<file path="src/hw/rtl/spcc_pkg.sv">
package spcc_pkg;

   typedef enum logic [9:0] {
      ST_IDLE = 10'b00_0000_0001,
      ST_ECHO = 10'b00_0000_0010,
      ST_BS1  = 10'b00_0000_0100,
      ST_BS2  = 10'b00_0000_1000,
      ST_BS3  = 10'b00_0001_0000,
      ST_SCAN = 10'b00_0010_0000,
      ST_MUL  = 10'b00_0100_0000,
      ST_DIV  = 10'b00_1000_0000,
      ST_CMP  = 10'b01_0000_0000,
      ST_DONE = 10'b10_0000_0000
   } state_type;

   typedef enum logic [3:0] {
      PH_WORD  = 4'b0001,
      PH_SKIP  = 4'b0010,
      PH_DIGIT = 4'b0100,
      PH_STOP  = 4'b1000
   } phase_type;

   typedef enum logic [2:0] {
      STAT_NONE    = 3'd0,
      STAT_HELP    = 3'd1,
      STAT_PERIOD  = 3'd2,
      STAT_DUTY    = 3'd3,
      STAT_INVALID = 3'd4
   } status_type;

   localparam logic [7:0] CHAR_BS    = 8'd8;
   localparam logic [7:0] CHAR_LF    = 8'd10;
   localparam logic [7:0] CHAR_CR    = 8'd13;
   localparam logic [7:0] CHAR_SPACE = 8'd32;
   localparam logic [7:0] CHAR_PLUS  = 8'h2b;
   localparam logic [7:0] CHAR_MINUS = 8'h2d;
   localparam logic [7:0] CHAR_ZERO  = 8'h30;
   localparam logic [7:0] CHAR_NINE  = 8'h39;
   localparam logic [7:0] CHAR_QUERY = 8'h3f;

   localparam logic [15:0] PERIOD_RESET  = 16'd858;
   localparam logic [15:0] COMPARE_RESET = 16'd72;

   // x / 100 for x below 100 * 65536, as (x * RECIP_100) >> RECIP_SHIFT
   localparam logic [31:0] DUTY_SAT_LIMIT = 32'd6553600;
   localparam logic [23:0] RECIP_100      = 24'd10737419;
   localparam int          RECIP_SHIFT    = 30;

   localparam int PERIOD_WORD_LEN = 6;
   localparam int DUTY_WORD_LEN   = 4;

   function automatic logic [7:0] period_char(input logic [2:0] idx);
      logic [7:0] ch;
      case (idx)
         3'd0:    ch = 8'h70;
         3'd1:    ch = 8'h65;
         3'd2:    ch = 8'h72;
         3'd3:    ch = 8'h69;
         3'd4:    ch = 8'h6f;
         3'd5:    ch = 8'h64;
         default: ch = 8'h00;
      endcase
      return ch;
   endfunction

   function automatic logic [7:0] duty_char(input logic [1:0] idx);
      logic [7:0] ch;
      case (idx)
         2'd0:    ch = 8'h64;
         2'd1:    ch = 8'h75;
         2'd2:    ch = 8'h74;
         2'd3:    ch = 8'h79;
         default: ch = 8'h00;
      endcase
      return ch;
   endfunction

endpackage

</file>
<file path="src/hw/rtl/spcc_ram.sv">
module spcc_ram #(
   parameter int WIDTH = 8,
   parameter int DEPTH = 32
) (
   input  logic                     clock,
   input  logic                     wr_en,
   input  logic [$clog2(DEPTH)-1:0] wr_addr,
   input  logic [WIDTH-1:0]         wr_data,
   input  logic [$clog2(DEPTH)-1:0] rd_addr,
   output logic [WIDTH-1:0]         rd_data
);

   logic [WIDTH-1:0] mem [DEPTH];
   logic [WIDTH-1:0] rd_data_ff;

   always_ff @(posedge clock) begin
      if (wr_en) begin
         mem[wr_addr] <= wr_data;
      end
      rd_data_ff <= mem[rd_addr];
   end

   assign rd_data = rd_data_ff;

endmodule

</file>
<file path="src/hw/rtl/serial_pwm_command_console_unit.sv">
// serial console line editor and pwm command parser
//
// req channel: one received console byte per beat in req_tdata.
// rsp channel: echo byte, current period and compare in rsp_tdata, line status
// in rsp_tuser, rsp_tlast on the final beat caused by one input byte.
// a byte of 32 or above is written to the line ram while there is room and
// echoed from the echo state; a backspace on a non-empty line gives three
// beats (backspace, space, backspace); carriage return walks the line ram one
// entry per cycle, then emits the newline beat with its status, after the
// duty multiply and scaling by 1/100 for a duty command. ignored bytes leave
// the block idle. one byte is handled at a time: req_tready is high only
// while the block is idle, and a new byte can be taken while the last beat
// still waits in the output register.
// a stalled rsp_tready holds the output register and the block waits in its
// current emit step. reset empties the line and loads period 858 and
// compare 72; the line ram is not cleared, only entries below the line
// length are ever read.
module serial_pwm_command_console_unit #(
   parameter int LINE_LEN = 32
) (
   input  logic        clock,
   input  logic        reset,
   input  logic        req_tvalid,
   output logic        req_tready,
   input  logic [7:0]  req_tdata,   // rx_byte
   output logic        rsp_tvalid,
   input  logic        rsp_tready,
   output logic [39:0] rsp_tdata,   // echo_byte, period_value, compare_value
   output logic [3:0]  rsp_tuser,   // line_done, status
   output logic        rsp_tlast
);

   localparam int AW = $clog2(LINE_LEN);
   localparam int LW = $clog2(LINE_LEN + 1);

   spcc_pkg::state_type  state_ff, state_in;
   spcc_pkg::phase_type  phase_ff, phase_in;
   spcc_pkg::status_type status_ff, status_in;

   logic [LW-1:0] line_len_ff, line_len_in;
   logic [LW-1:0] scan_idx_ff, scan_idx_in;
   logic [LW-1:0] word_idx_ff, word_idx_in;
   logic          rd_vld_ff, rd_vld_in;
   logic          p_ok_ff, p_ok_in;
   logic          d_ok_ff, d_ok_in;
   logic          first_q_ff, first_q_in;
   logic          neg_ff, neg_in;
   logic [16:0]   acc_ff, acc_in;
   logic [15:0]   period_ff, period_in;
   logic [15:0]   compare_ff, compare_in;
   logic [15:0]   num_ff, num_in;
   logic [31:0]   prod_ff, prod_in;
   logic [46:0]   scaled_ff, scaled_in;
   logic          sat_ff, sat_in;
   logic [7:0]    byte_ff, byte_in;

   logic          rsp_valid_ff, rsp_valid_in;
   logic [7:0]    rsp_echo_ff, rsp_echo_in;
   logic          rsp_done_ff, rsp_done_in;
   logic [2:0]    rsp_status_ff, rsp_status_in;
   logic [15:0]   rsp_period_ff, rsp_period_in;
   logic [15:0]   rsp_compare_ff, rsp_compare_in;
   logic          rsp_last_ff, rsp_last_in;

   logic          ram_we;
   logic [AW-1:0] ram_waddr;
   logic [AW-1:0] ram_raddr;
   logic [7:0]    ram_rdata;

   logic          req_fire;
   logic          out_free;
   logic          is_digit;
   logic [19:0]   acc_wide;
   logic [15:0]   num_val;
   logic          has_room;

   spcc_ram #(
      .WIDTH (8),
      .DEPTH (LINE_LEN)
   ) u_line_ram (
      .clock   (clock),
      .wr_en   (ram_we),
      .wr_addr (ram_waddr),
      .wr_data (req_tdata),
      .rd_addr (ram_raddr),
      .rd_data (ram_rdata)
   );

   assign req_tready = (state_ff == spcc_pkg::ST_IDLE);
   assign req_fire   = req_tvalid && req_tready;
   assign out_free   = !rsp_valid_ff || rsp_tready;
   assign has_room   = line_len_ff < LW'(LINE_LEN);
   assign is_digit   = (ram_rdata >= spcc_pkg::CHAR_ZERO) && (ram_rdata <= spcc_pkg::CHAR_NINE);
   assign acc_wide   = 20'(acc_ff) * 20'd10 + 20'(ram_rdata[3:0]);
   assign num_val    = neg_ff ? 16'd0 : (acc_ff[16] ? 16'hffff : acc_ff[15:0]);
   assign ram_waddr  = line_len_ff[AW-1:0];
   assign ram_raddr  = scan_idx_ff[AW-1:0];

   always_comb begin
      state_in       = state_ff;
      phase_in       = phase_ff;
      status_in      = status_ff;
      line_len_in    = line_len_ff;
      scan_idx_in    = scan_idx_ff;
      word_idx_in    = word_idx_ff;
      rd_vld_in      = 1'b0;
      p_ok_in        = p_ok_ff;
      d_ok_in        = d_ok_ff;
      first_q_in     = first_q_ff;
      neg_in         = neg_ff;
      acc_in         = acc_ff;
      period_in      = period_ff;
      compare_in     = compare_ff;
      num_in         = num_ff;
      prod_in        = prod_ff;
      scaled_in      = scaled_ff;
      sat_in         = sat_ff;
      byte_in        = byte_ff;
      ram_we         = 1'b0;
      rsp_valid_in   = rsp_valid_ff && !rsp_tready;
      rsp_echo_in    = rsp_echo_ff;
      rsp_done_in    = rsp_done_ff;
      rsp_status_in  = rsp_status_ff;
      rsp_period_in  = rsp_period_ff;
      rsp_compare_in = rsp_compare_ff;
      rsp_last_in    = rsp_last_ff;

      case (state_ff)
         spcc_pkg::ST_IDLE: begin
            if (req_fire) begin
               byte_in = req_tdata;
               case (req_tdata) inside
                  spcc_pkg::CHAR_CR: begin
                     scan_idx_in = '0;
                     word_idx_in = '0;
                     phase_in    = spcc_pkg::PH_WORD;
                     p_ok_in     = 1'b1;
                     d_ok_in     = 1'b1;
                     first_q_in  = 1'b0;
                     neg_in      = 1'b0;
                     acc_in      = '0;
                     state_in    = spcc_pkg::ST_SCAN;
                  end
                  spcc_pkg::CHAR_BS: begin
                     if (line_len_ff != '0) begin
                        line_len_in = line_len_ff - LW'(1);
                        state_in    = spcc_pkg::ST_BS1;
                     end
                  end
                  [8'd32:8'd255]: begin
                     if (has_room) begin
                        ram_we      = 1'b1;
                        line_len_in = line_len_ff + LW'(1);
                        state_in    = spcc_pkg::ST_ECHO;
                     end
                  end
                  default: begin
                  end
               endcase
            end
         end
         spcc_pkg::ST_ECHO, spcc_pkg::ST_BS1, spcc_pkg::ST_BS2, spcc_pkg::ST_BS3: begin
            if (out_free) begin
               rsp_valid_in   = 1'b1;
               rsp_done_in    = 1'b0;
               rsp_status_in  = spcc_pkg::STAT_NONE;
               rsp_period_in  = period_ff;
               rsp_compare_in = compare_ff;
               rsp_last_in    = 1'b1;
               rsp_echo_in    = spcc_pkg::CHAR_BS;
               state_in       = spcc_pkg::ST_IDLE;
               if (state_ff == spcc_pkg::ST_ECHO) begin
                  rsp_echo_in = byte_ff;
               end else if (state_ff == spcc_pkg::ST_BS1) begin
                  rsp_last_in = 1'b0;
                  state_in    = spcc_pkg::ST_BS2;
               end else if (state_ff == spcc_pkg::ST_BS2) begin
                  rsp_echo_in = spcc_pkg::CHAR_SPACE;
                  rsp_last_in = 1'b0;
                  state_in    = spcc_pkg::ST_BS3;
               end
            end
         end
         spcc_pkg::ST_SCAN: begin
            if (scan_idx_ff < line_len_ff) begin
               rd_vld_in   = 1'b1;
               scan_idx_in = scan_idx_ff + LW'(1);
            end
            if (rd_vld_ff) begin
               case (phase_ff)
                  spcc_pkg::PH_WORD: begin
                     if (ram_rdata == spcc_pkg::CHAR_SPACE) begin
                        phase_in = spcc_pkg::PH_SKIP;
                     end else begin
                        if (word_idx_ff == '0 && ram_rdata == spcc_pkg::CHAR_QUERY) begin
                           first_q_in = 1'b1;
                        end
                        p_ok_in = p_ok_ff && (word_idx_ff < LW'(spcc_pkg::PERIOD_WORD_LEN))
                                  && (ram_rdata == spcc_pkg::period_char(word_idx_ff[2:0]));
                        d_ok_in = d_ok_ff && (word_idx_ff < LW'(spcc_pkg::DUTY_WORD_LEN))
                                  && (ram_rdata == spcc_pkg::duty_char(word_idx_ff[1:0]));
                        word_idx_in = word_idx_ff + LW'(1);
                     end
                  end
                  spcc_pkg::PH_SKIP: begin
                     if (ram_rdata == spcc_pkg::CHAR_SPACE) begin
                        phase_in = spcc_pkg::PH_SKIP;
                     end else if (ram_rdata == spcc_pkg::CHAR_PLUS) begin
                        phase_in = spcc_pkg::PH_DIGIT;
                     end else if (ram_rdata == spcc_pkg::CHAR_MINUS) begin
                        neg_in   = 1'b1;
                        phase_in = spcc_pkg::PH_DIGIT;
                     end else if (is_digit) begin
                        acc_in   = {13'd0, ram_rdata[3:0]};
                        phase_in = spcc_pkg::PH_DIGIT;
                     end else begin
                        phase_in = spcc_pkg::PH_STOP;
                     end
                  end
                  spcc_pkg::PH_DIGIT: begin
                     if (is_digit) begin
                        acc_in = (acc_wide > 20'd65535) ? 17'h10000 : acc_wide[16:0];
                     end else begin
                        phase_in = spcc_pkg::PH_STOP;
                     end
                  end
                  default: begin
                  end
               endcase
            end else if (!(scan_idx_ff < line_len_ff)) begin
               state_in = spcc_pkg::ST_DONE;
               if (phase_ff == spcc_pkg::PH_WORD) begin
                  status_in = (line_len_ff == LW'(1) && first_q_ff) ?
                              spcc_pkg::STAT_HELP : spcc_pkg::STAT_NONE;
               end else if (p_ok_ff && word_idx_ff == LW'(spcc_pkg::PERIOD_WORD_LEN)) begin
                  status_in = spcc_pkg::STAT_PERIOD;
                  period_in = num_val;
               end else if (d_ok_ff && word_idx_ff == LW'(spcc_pkg::DUTY_WORD_LEN)) begin
                  status_in = spcc_pkg::STAT_DUTY;
                  num_in    = num_val;
                  state_in  = spcc_pkg::ST_MUL;
               end else begin
                  status_in = spcc_pkg::STAT_INVALID;
               end
            end
         end
         spcc_pkg::ST_MUL: begin
            prod_in  = 32'(num_ff) * 32'(period_ff);
            state_in = spcc_pkg::ST_DIV;
         end
         spcc_pkg::ST_DIV: begin
            sat_in    = prod_ff >= spcc_pkg::DUTY_SAT_LIMIT;
            scaled_in = 47'(prod_ff[22:0]) * 47'(spcc_pkg::RECIP_100);
            state_in  = spcc_pkg::ST_CMP;
         end
         spcc_pkg::ST_CMP: begin
            compare_in = sat_ff ? 16'hffff
                                : scaled_ff[spcc_pkg::RECIP_SHIFT +: 16];
            state_in   = spcc_pkg::ST_DONE;
         end
         spcc_pkg::ST_DONE: begin
            if (out_free) begin
               rsp_valid_in   = 1'b1;
               rsp_echo_in    = spcc_pkg::CHAR_LF;
               rsp_done_in    = 1'b1;
               rsp_status_in  = status_ff;
               rsp_period_in  = period_ff;
               rsp_compare_in = compare_ff;
               rsp_last_in    = 1'b1;
               line_len_in    = '0;
               state_in       = spcc_pkg::ST_IDLE;
            end
         end
         default: begin
            state_in = spcc_pkg::ST_IDLE;
         end
      endcase
   end

   always_ff @(posedge clock) begin
      if (reset) begin
         state_ff     <= spcc_pkg::ST_IDLE;
         line_len_ff  <= '0;
         rd_vld_ff    <= 1'b0;
         period_ff    <= spcc_pkg::PERIOD_RESET;
         compare_ff   <= spcc_pkg::COMPARE_RESET;
         rsp_valid_ff <= 1'b0;
      end else begin
         state_ff     <= state_in;
         line_len_ff  <= line_len_in;
         rd_vld_ff    <= rd_vld_in;
         period_ff    <= period_in;
         compare_ff   <= compare_in;
         rsp_valid_ff <= rsp_valid_in;
      end
   end

   always_ff @(posedge clock) begin
      phase_ff       <= phase_in;
      status_ff      <= status_in;
      scan_idx_ff    <= scan_idx_in;
      word_idx_ff    <= word_idx_in;
      p_ok_ff        <= p_ok_in;
      d_ok_ff        <= d_ok_in;
      first_q_ff     <= first_q_in;
      neg_ff         <= neg_in;
      acc_ff         <= acc_in;
      num_ff         <= num_in;
      prod_ff        <= prod_in;
      scaled_ff      <= scaled_in;
      sat_ff         <= sat_in;
      byte_ff        <= byte_in;
      rsp_echo_ff    <= rsp_echo_in;
      rsp_done_ff    <= rsp_done_in;
      rsp_status_ff  <= rsp_status_in;
      rsp_period_ff  <= rsp_period_in;
      rsp_compare_ff <= rsp_compare_in;
      rsp_last_ff    <= rsp_last_in;
   end

   assign rsp_tvalid = rsp_valid_ff;
   assign rsp_tdata  = {rsp_compare_ff, rsp_period_ff, rsp_echo_ff};
   assign rsp_tuser  = {rsp_status_ff, rsp_done_ff};
   assign rsp_tlast  = rsp_last_ff;

   a_len_bound: assert property (@(posedge clock) disable iff (reset)
      line_len_ff <= LW'(LINE_LEN))
      else $error("line length beyond buffer");

   a_read_in_scan: assert property (@(posedge clock) disable iff (reset)
      rd_vld_ff |-> state_ff == spcc_pkg::ST_SCAN)
      else $error("line read pending outside scan");

   a_cr_starts_scan: assert property (@(posedge clock) disable iff (reset)
      (req_fire && req_tdata == spcc_pkg::CHAR_CR) |=> state_ff == spcc_pkg::ST_SCAN)
      else $error("carriage return did not start scan");

   a_done_is_last: assert property (@(posedge clock) disable iff (reset)
      (rsp_valid_ff && rsp_done_ff) |-> rsp_last_ff)
      else $error("line result not marked last");

   a_status_only_done: assert property (@(posedge clock) disable iff (reset)
      (rsp_valid_ff && !rsp_done_ff) |-> rsp_status_ff == spcc_pkg::STAT_NONE)
      else $error("status on an echo beat");

endmodule

</file>
<file path="config.mk">
export PLATFORM = sky130hd
export DESIGN_NAME = serial_pwm_command_console_unit
export DESIGN_NICKNAME = d
export VERILOG_FILES = /design/src/hw/rtl/spcc_pkg.sv /design/src/hw/rtl/spcc_ram.sv /design/src/hw/rtl/serial_pwm_command_console_unit.sv
export SDC_FILE = /design/constraint.sdc
export NUM_CORES = 2
export LEC_CHECK = 0
export BUFFER_PORTS_ARGS = -buffer_cell sky130_fd_sc_hd__buf_2
export CAP_MARGIN = 20
export CORE_ASPECT_RATIO = 0.9
export CORE_MARGIN = 4
export CORE_UTILIZATION = 38
export CTS_BUF_LIST = sky130_fd_sc_hd__clkbuf_16
export CTS_CLUSTER_SIZE = 16
export DETAILED_ROUTE_END_ITERATION = 16
export GPL_ROUTABILITY_DRIVEN = 0
export PLACE_DENSITY_LB_ADDON = 0.05
export SLEW_MARGIN = 10
export SYNTH_ARGS = -nofsm -noshare
export SYNTH_HDL_FRONTEND = slang
export SYNTH_SLANG_ARGS = --single-unit
export TNS_END_PERCENT = 10
</file>
<file path="constraint.sdc">
create_clock -name clock -period 8.9 [get_ports clock]
set_input_delay 1.78 -clock clock [delete_from_list [all_inputs] [get_ports clock]]
set_output_delay 1.78 -clock clock [all_outputs]
set_load 0.05 [all_outputs]
</file>
==> flow_summary_export.csv <==
group,metric,value,unit
timing,post-route-min-period,7.226,ns
timing,max_freq,138.4,MHz
power_and_ir_drop,p_leak,17.58,nW
clock_tree,numCtsBuffers,56,
timing,final-setup-viol-count,0,
clock_tree,postCtsHoldBufs,0,
logic_synthesis,synth_area_leaders,"edfxtp_1 34%, fa_1 21%, ha_1 14%",
global_route,gr-total-overflow,0,
logic_synthesis,ys_types,72,
logic_synthesis,ys.flop_type,"edfxtp_1",
timing,skew,0.05175,ns
layout,fin_util,42.04,%
setup_path,critPathArrivalTime,7.56,ns
timing,hold_viol,0,
layout,multiInputGateArea,0.02099,mm2
logic_synthesis,synth_top_area_share,33.51,%
hold_path,hp-class,"reg -> reg",
floorplan,ios,59,
outcome,status,"completed",
global_route,antenna_found_initial,3,
global_route,grt_max_degree,68,
layout,fill_cells,9093,
setup_path,slowest_stage,"dfxtp_1",
logic_synthesis,syn_area_per_cell,11.95,um2
setup_path,cp.depth,22,
placement,dp_hpwl,71200,um
logic_synthesis,yosysWarnings,0,
logic_synthesis,syn_area,0.03710,mm2
clock_tree,clkTransAtPathRegs,0.06,ns
logic_synthesis,synth-edff-count,414,
placement,place_inst,4363,
layout,nets,3962,
detailed_routing,post_drt_via_cell_ratio,5.094,
setup_path,rr_worst_depth,22,
setup_path,critPathMostFrequentCell,"fa_1",
clock_tree,post_cts_buffers,0,
floorplan,initial_core_util,38.40,%
power_and_ir_drop,total_power,4.873,mW
detailed_routing,route.detailed.wl_per_inst,20.76,um
layout,seq_area,0.01359,mm2
placement,portBuffers,58,
setup_path,crit_required,9.24,ns
power_and_ir_drop,power_density,120.0,mW/mm2
setup_path,path_buf_inv,5,
setup_path,cp-end-kind,"flip-flop",
power_and_ir_drop,ir_drop,0.0001583,V
detailed_routing,drtPass1Iterations,5,
detailed_routing,antenna_left,0,
clock_tree,insertion_delay,0.63,ns
clock_tree,root_buffer,"clkbuf_16",
global_route,grt_pass1_wl,146300,um
logic_synthesis,async_flop_share,0,%
clock_tree,cts_tree,"yes",
floorplan,fp.dieW,337.4,um
timing,max_slew.worst_pin.slew,1.177,ns
floorplan,dieArea,0.1027,mm2
floorplan,core-area,0.09662,mm2
logic_synthesis,syn_nets,3912,
setup_path,cpPeakStageDelay,0.92,ns
logic_synthesis,yosysMostFrequentCell,"inv_1",
detailed_routing,drc_errors,0,
detailed_routing,drt_iter0_markers,1249,
layout,fin_cells,4469,
clock_tree,cts_resized,0,
setup_path,worstSetupPathType,"reg -> reg",
logic_synthesis,ys_ff_latch,472,
logic_synthesis,syn_inst,3106,
floorplan,num_rows,108,
clock_tree,clock_sinks,472,
layout,area_growth,9.479,%
timing,hold_slack,0.4310,ns
setup_path,crit_family,"adder cells",
timing,slew_violations,0,
logic_synthesis,synth_common_cells,"583 x inv_1, 414 x edfxtp_1, 404 x ha_1, 390 x fa_1, 213 x nand2_1",
hold_path,hold_depth,0,
layout,drive_above_1_share,8.898,%
global_route,grt_util_all_layers,18.46,%
detailed_routing,vias,22763,
logic_synthesis,ys_seq_area_share,36.63,%
setup_path,cp_cell_sequence,"nand2_1 > fa_1 > inv_1 > fa_1 > inv_1 > fa_1 > inv_1 > fa_1 > fa_1 > inv_1 > fa_1 > inv_1 > ha_1 > nand3_1 > nor2_1 > a41oi_1 > and4_1 > o21ai_0 > o41ai_1 > o211ai_1 > a21oi_1 > xnor2_1",
clock_tree,h-tree-depth,2,
detailed_routing,finalWirelength,92800,um
timing,fin_crit_sh,81.19,%
setup_path,cp_max_fo,18,
timing,slew_headroom,21.33,%
timing,fin_setup_tns,0,ns
floorplan,die_h,304.4,um
global_route,grt_pass1_vias,24527,
logic_synthesis,synth_top_cell_by_area,"edfxtp_1",
timing,rsz0062_at_grt,"no",
clock_tree,clockBufferDepth,3,
setup_path,start_kind,"flip-flop",
flow_run,drv_cap,0,
==> cells in the final DEF, fill, tap and decap left out, drive strengths merged, types with 6 or more instances in the layout <==
master / count
or4: 6
dfxtp: 58
xnor2: 59
nand4: 17
nand2: 213
nor2: 167
mux4: 80
mux2i: 12
fa: 390
and2: 134
a211oi: 8
buf: 79
nand3: 37
clkbuf: 56
nor3b: 14
nor4: 14
a21oi: 74
o21ai: 33
o211ai: 11
or3: 7
and3: 13
ha: 404
mux2: 8
clkinv: 24
or2: 11
o31ai: 6
a21o: 27
o21a: 13
o21bai: 9
a211o: 13
inv: 597
clkinvlp: 7
nand2b: 8
xor2: 38
nor3: 75
edfxtp: 414
==> through the flow <==
step,worst slack [ns],area [um2]
global route,1.215,40620
floorplan,2.437,37100
CTS,1.584,40620
finish,1.674,40620
global placement,1.642,38800
detailed placement,1.556,38810
==> worst register-to-register path, stage by stage (launching register included) <==
cell      delay, ns
dfxtp_1        0.92
nand2_1        0.19
fa_1           0.57
inv_1          0.05
fa_1           0.53
inv_1          0.05
fa_1           0.49
inv_1          0.05
fa_1           0.47
fa_1           0.56
inv_1          0.06
fa_1           0.53
inv_1          0.04
ha_1           0.39
nand3_1        0.17
nor2_1         0.08
a41oi_1        0.36
and4_1         0.29
o21ai_0        0.15
o41ai_1        0.55
o211ai_1       0.18
a21oi_1        0.20
xnor2_1        0.08
==> logic make-up after synthesis <==
logic type / Yosys count / share of synthesized area (%)
compound gates: 235 / 4.283
xor+xnor: 97 / 2.290
fa+ha+maj: 794 / 34.67
buf+inv: 671 / 6.849
flops: 472 / 36.63
mux: 100 / 5.422
simple gates: 737 / 9.857
==> report_power, final <==
part,switching [mW],internal [mW]
Clock,0.942,1.29
Sequential,0.0165,2.43
Combinational,0.148,0.0428
Total,1.11,3.77
==> flip-flops by register name (all words and copies together) (netlist names), 8 cells and up <==
signal / count
acc_ff: 17
num_ff: 16
period_ff: 16
prod_ff: 32
u_line_ram.rd_data: 8
u_line_ram.mem: 256
rsp_period_ff: 16
state_ff: 10
scaled_ff: 16
compare_ff: 16
rsp_compare_ff: 16
rsp_echo_ff: 8
byte_ff: 8
==> per-layer routing <==
| layer | track usage (%) | share of wire, % | vias to the layer above |
|---|---|---|---|
| li1 | - | - | 10506 |
| met4 | 3.706 | 1.8 | 0 |
| met3 | 2.834 | 3.9 | 82 |
| met5 | 0 | 0 | - |
| met2 | 30.19 | 48 | 350 |
| met1 | 26.22 | 47 | 11825 |
==> worst paths after layout <==
check,from,to,slack (ns)
min,compare_ff[7],rsp_compare_ff[7],0.43
max,period_ff[6],prod_ff[30],1.67
max reg2reg,period_ff[6],prod_ff[30],1.67
min reg2reg,compare_ff[7],rsp_compare_ff[7],0.43
==> area by class of cell <==
class | count | area share (%)
timing repair buffer | 79 | 1.097
multi-input combinational | 1963 | 51.68
tap | 1265 | 3.896
antenna | 1 | 0.006160
inverter | 584 | 5.396
sequential | 472 | 33.46
clock inverter | 49 | 1.010
clock buffer | 56 | 3.450
Note: power is estimated with default switching activity, not from simulation.
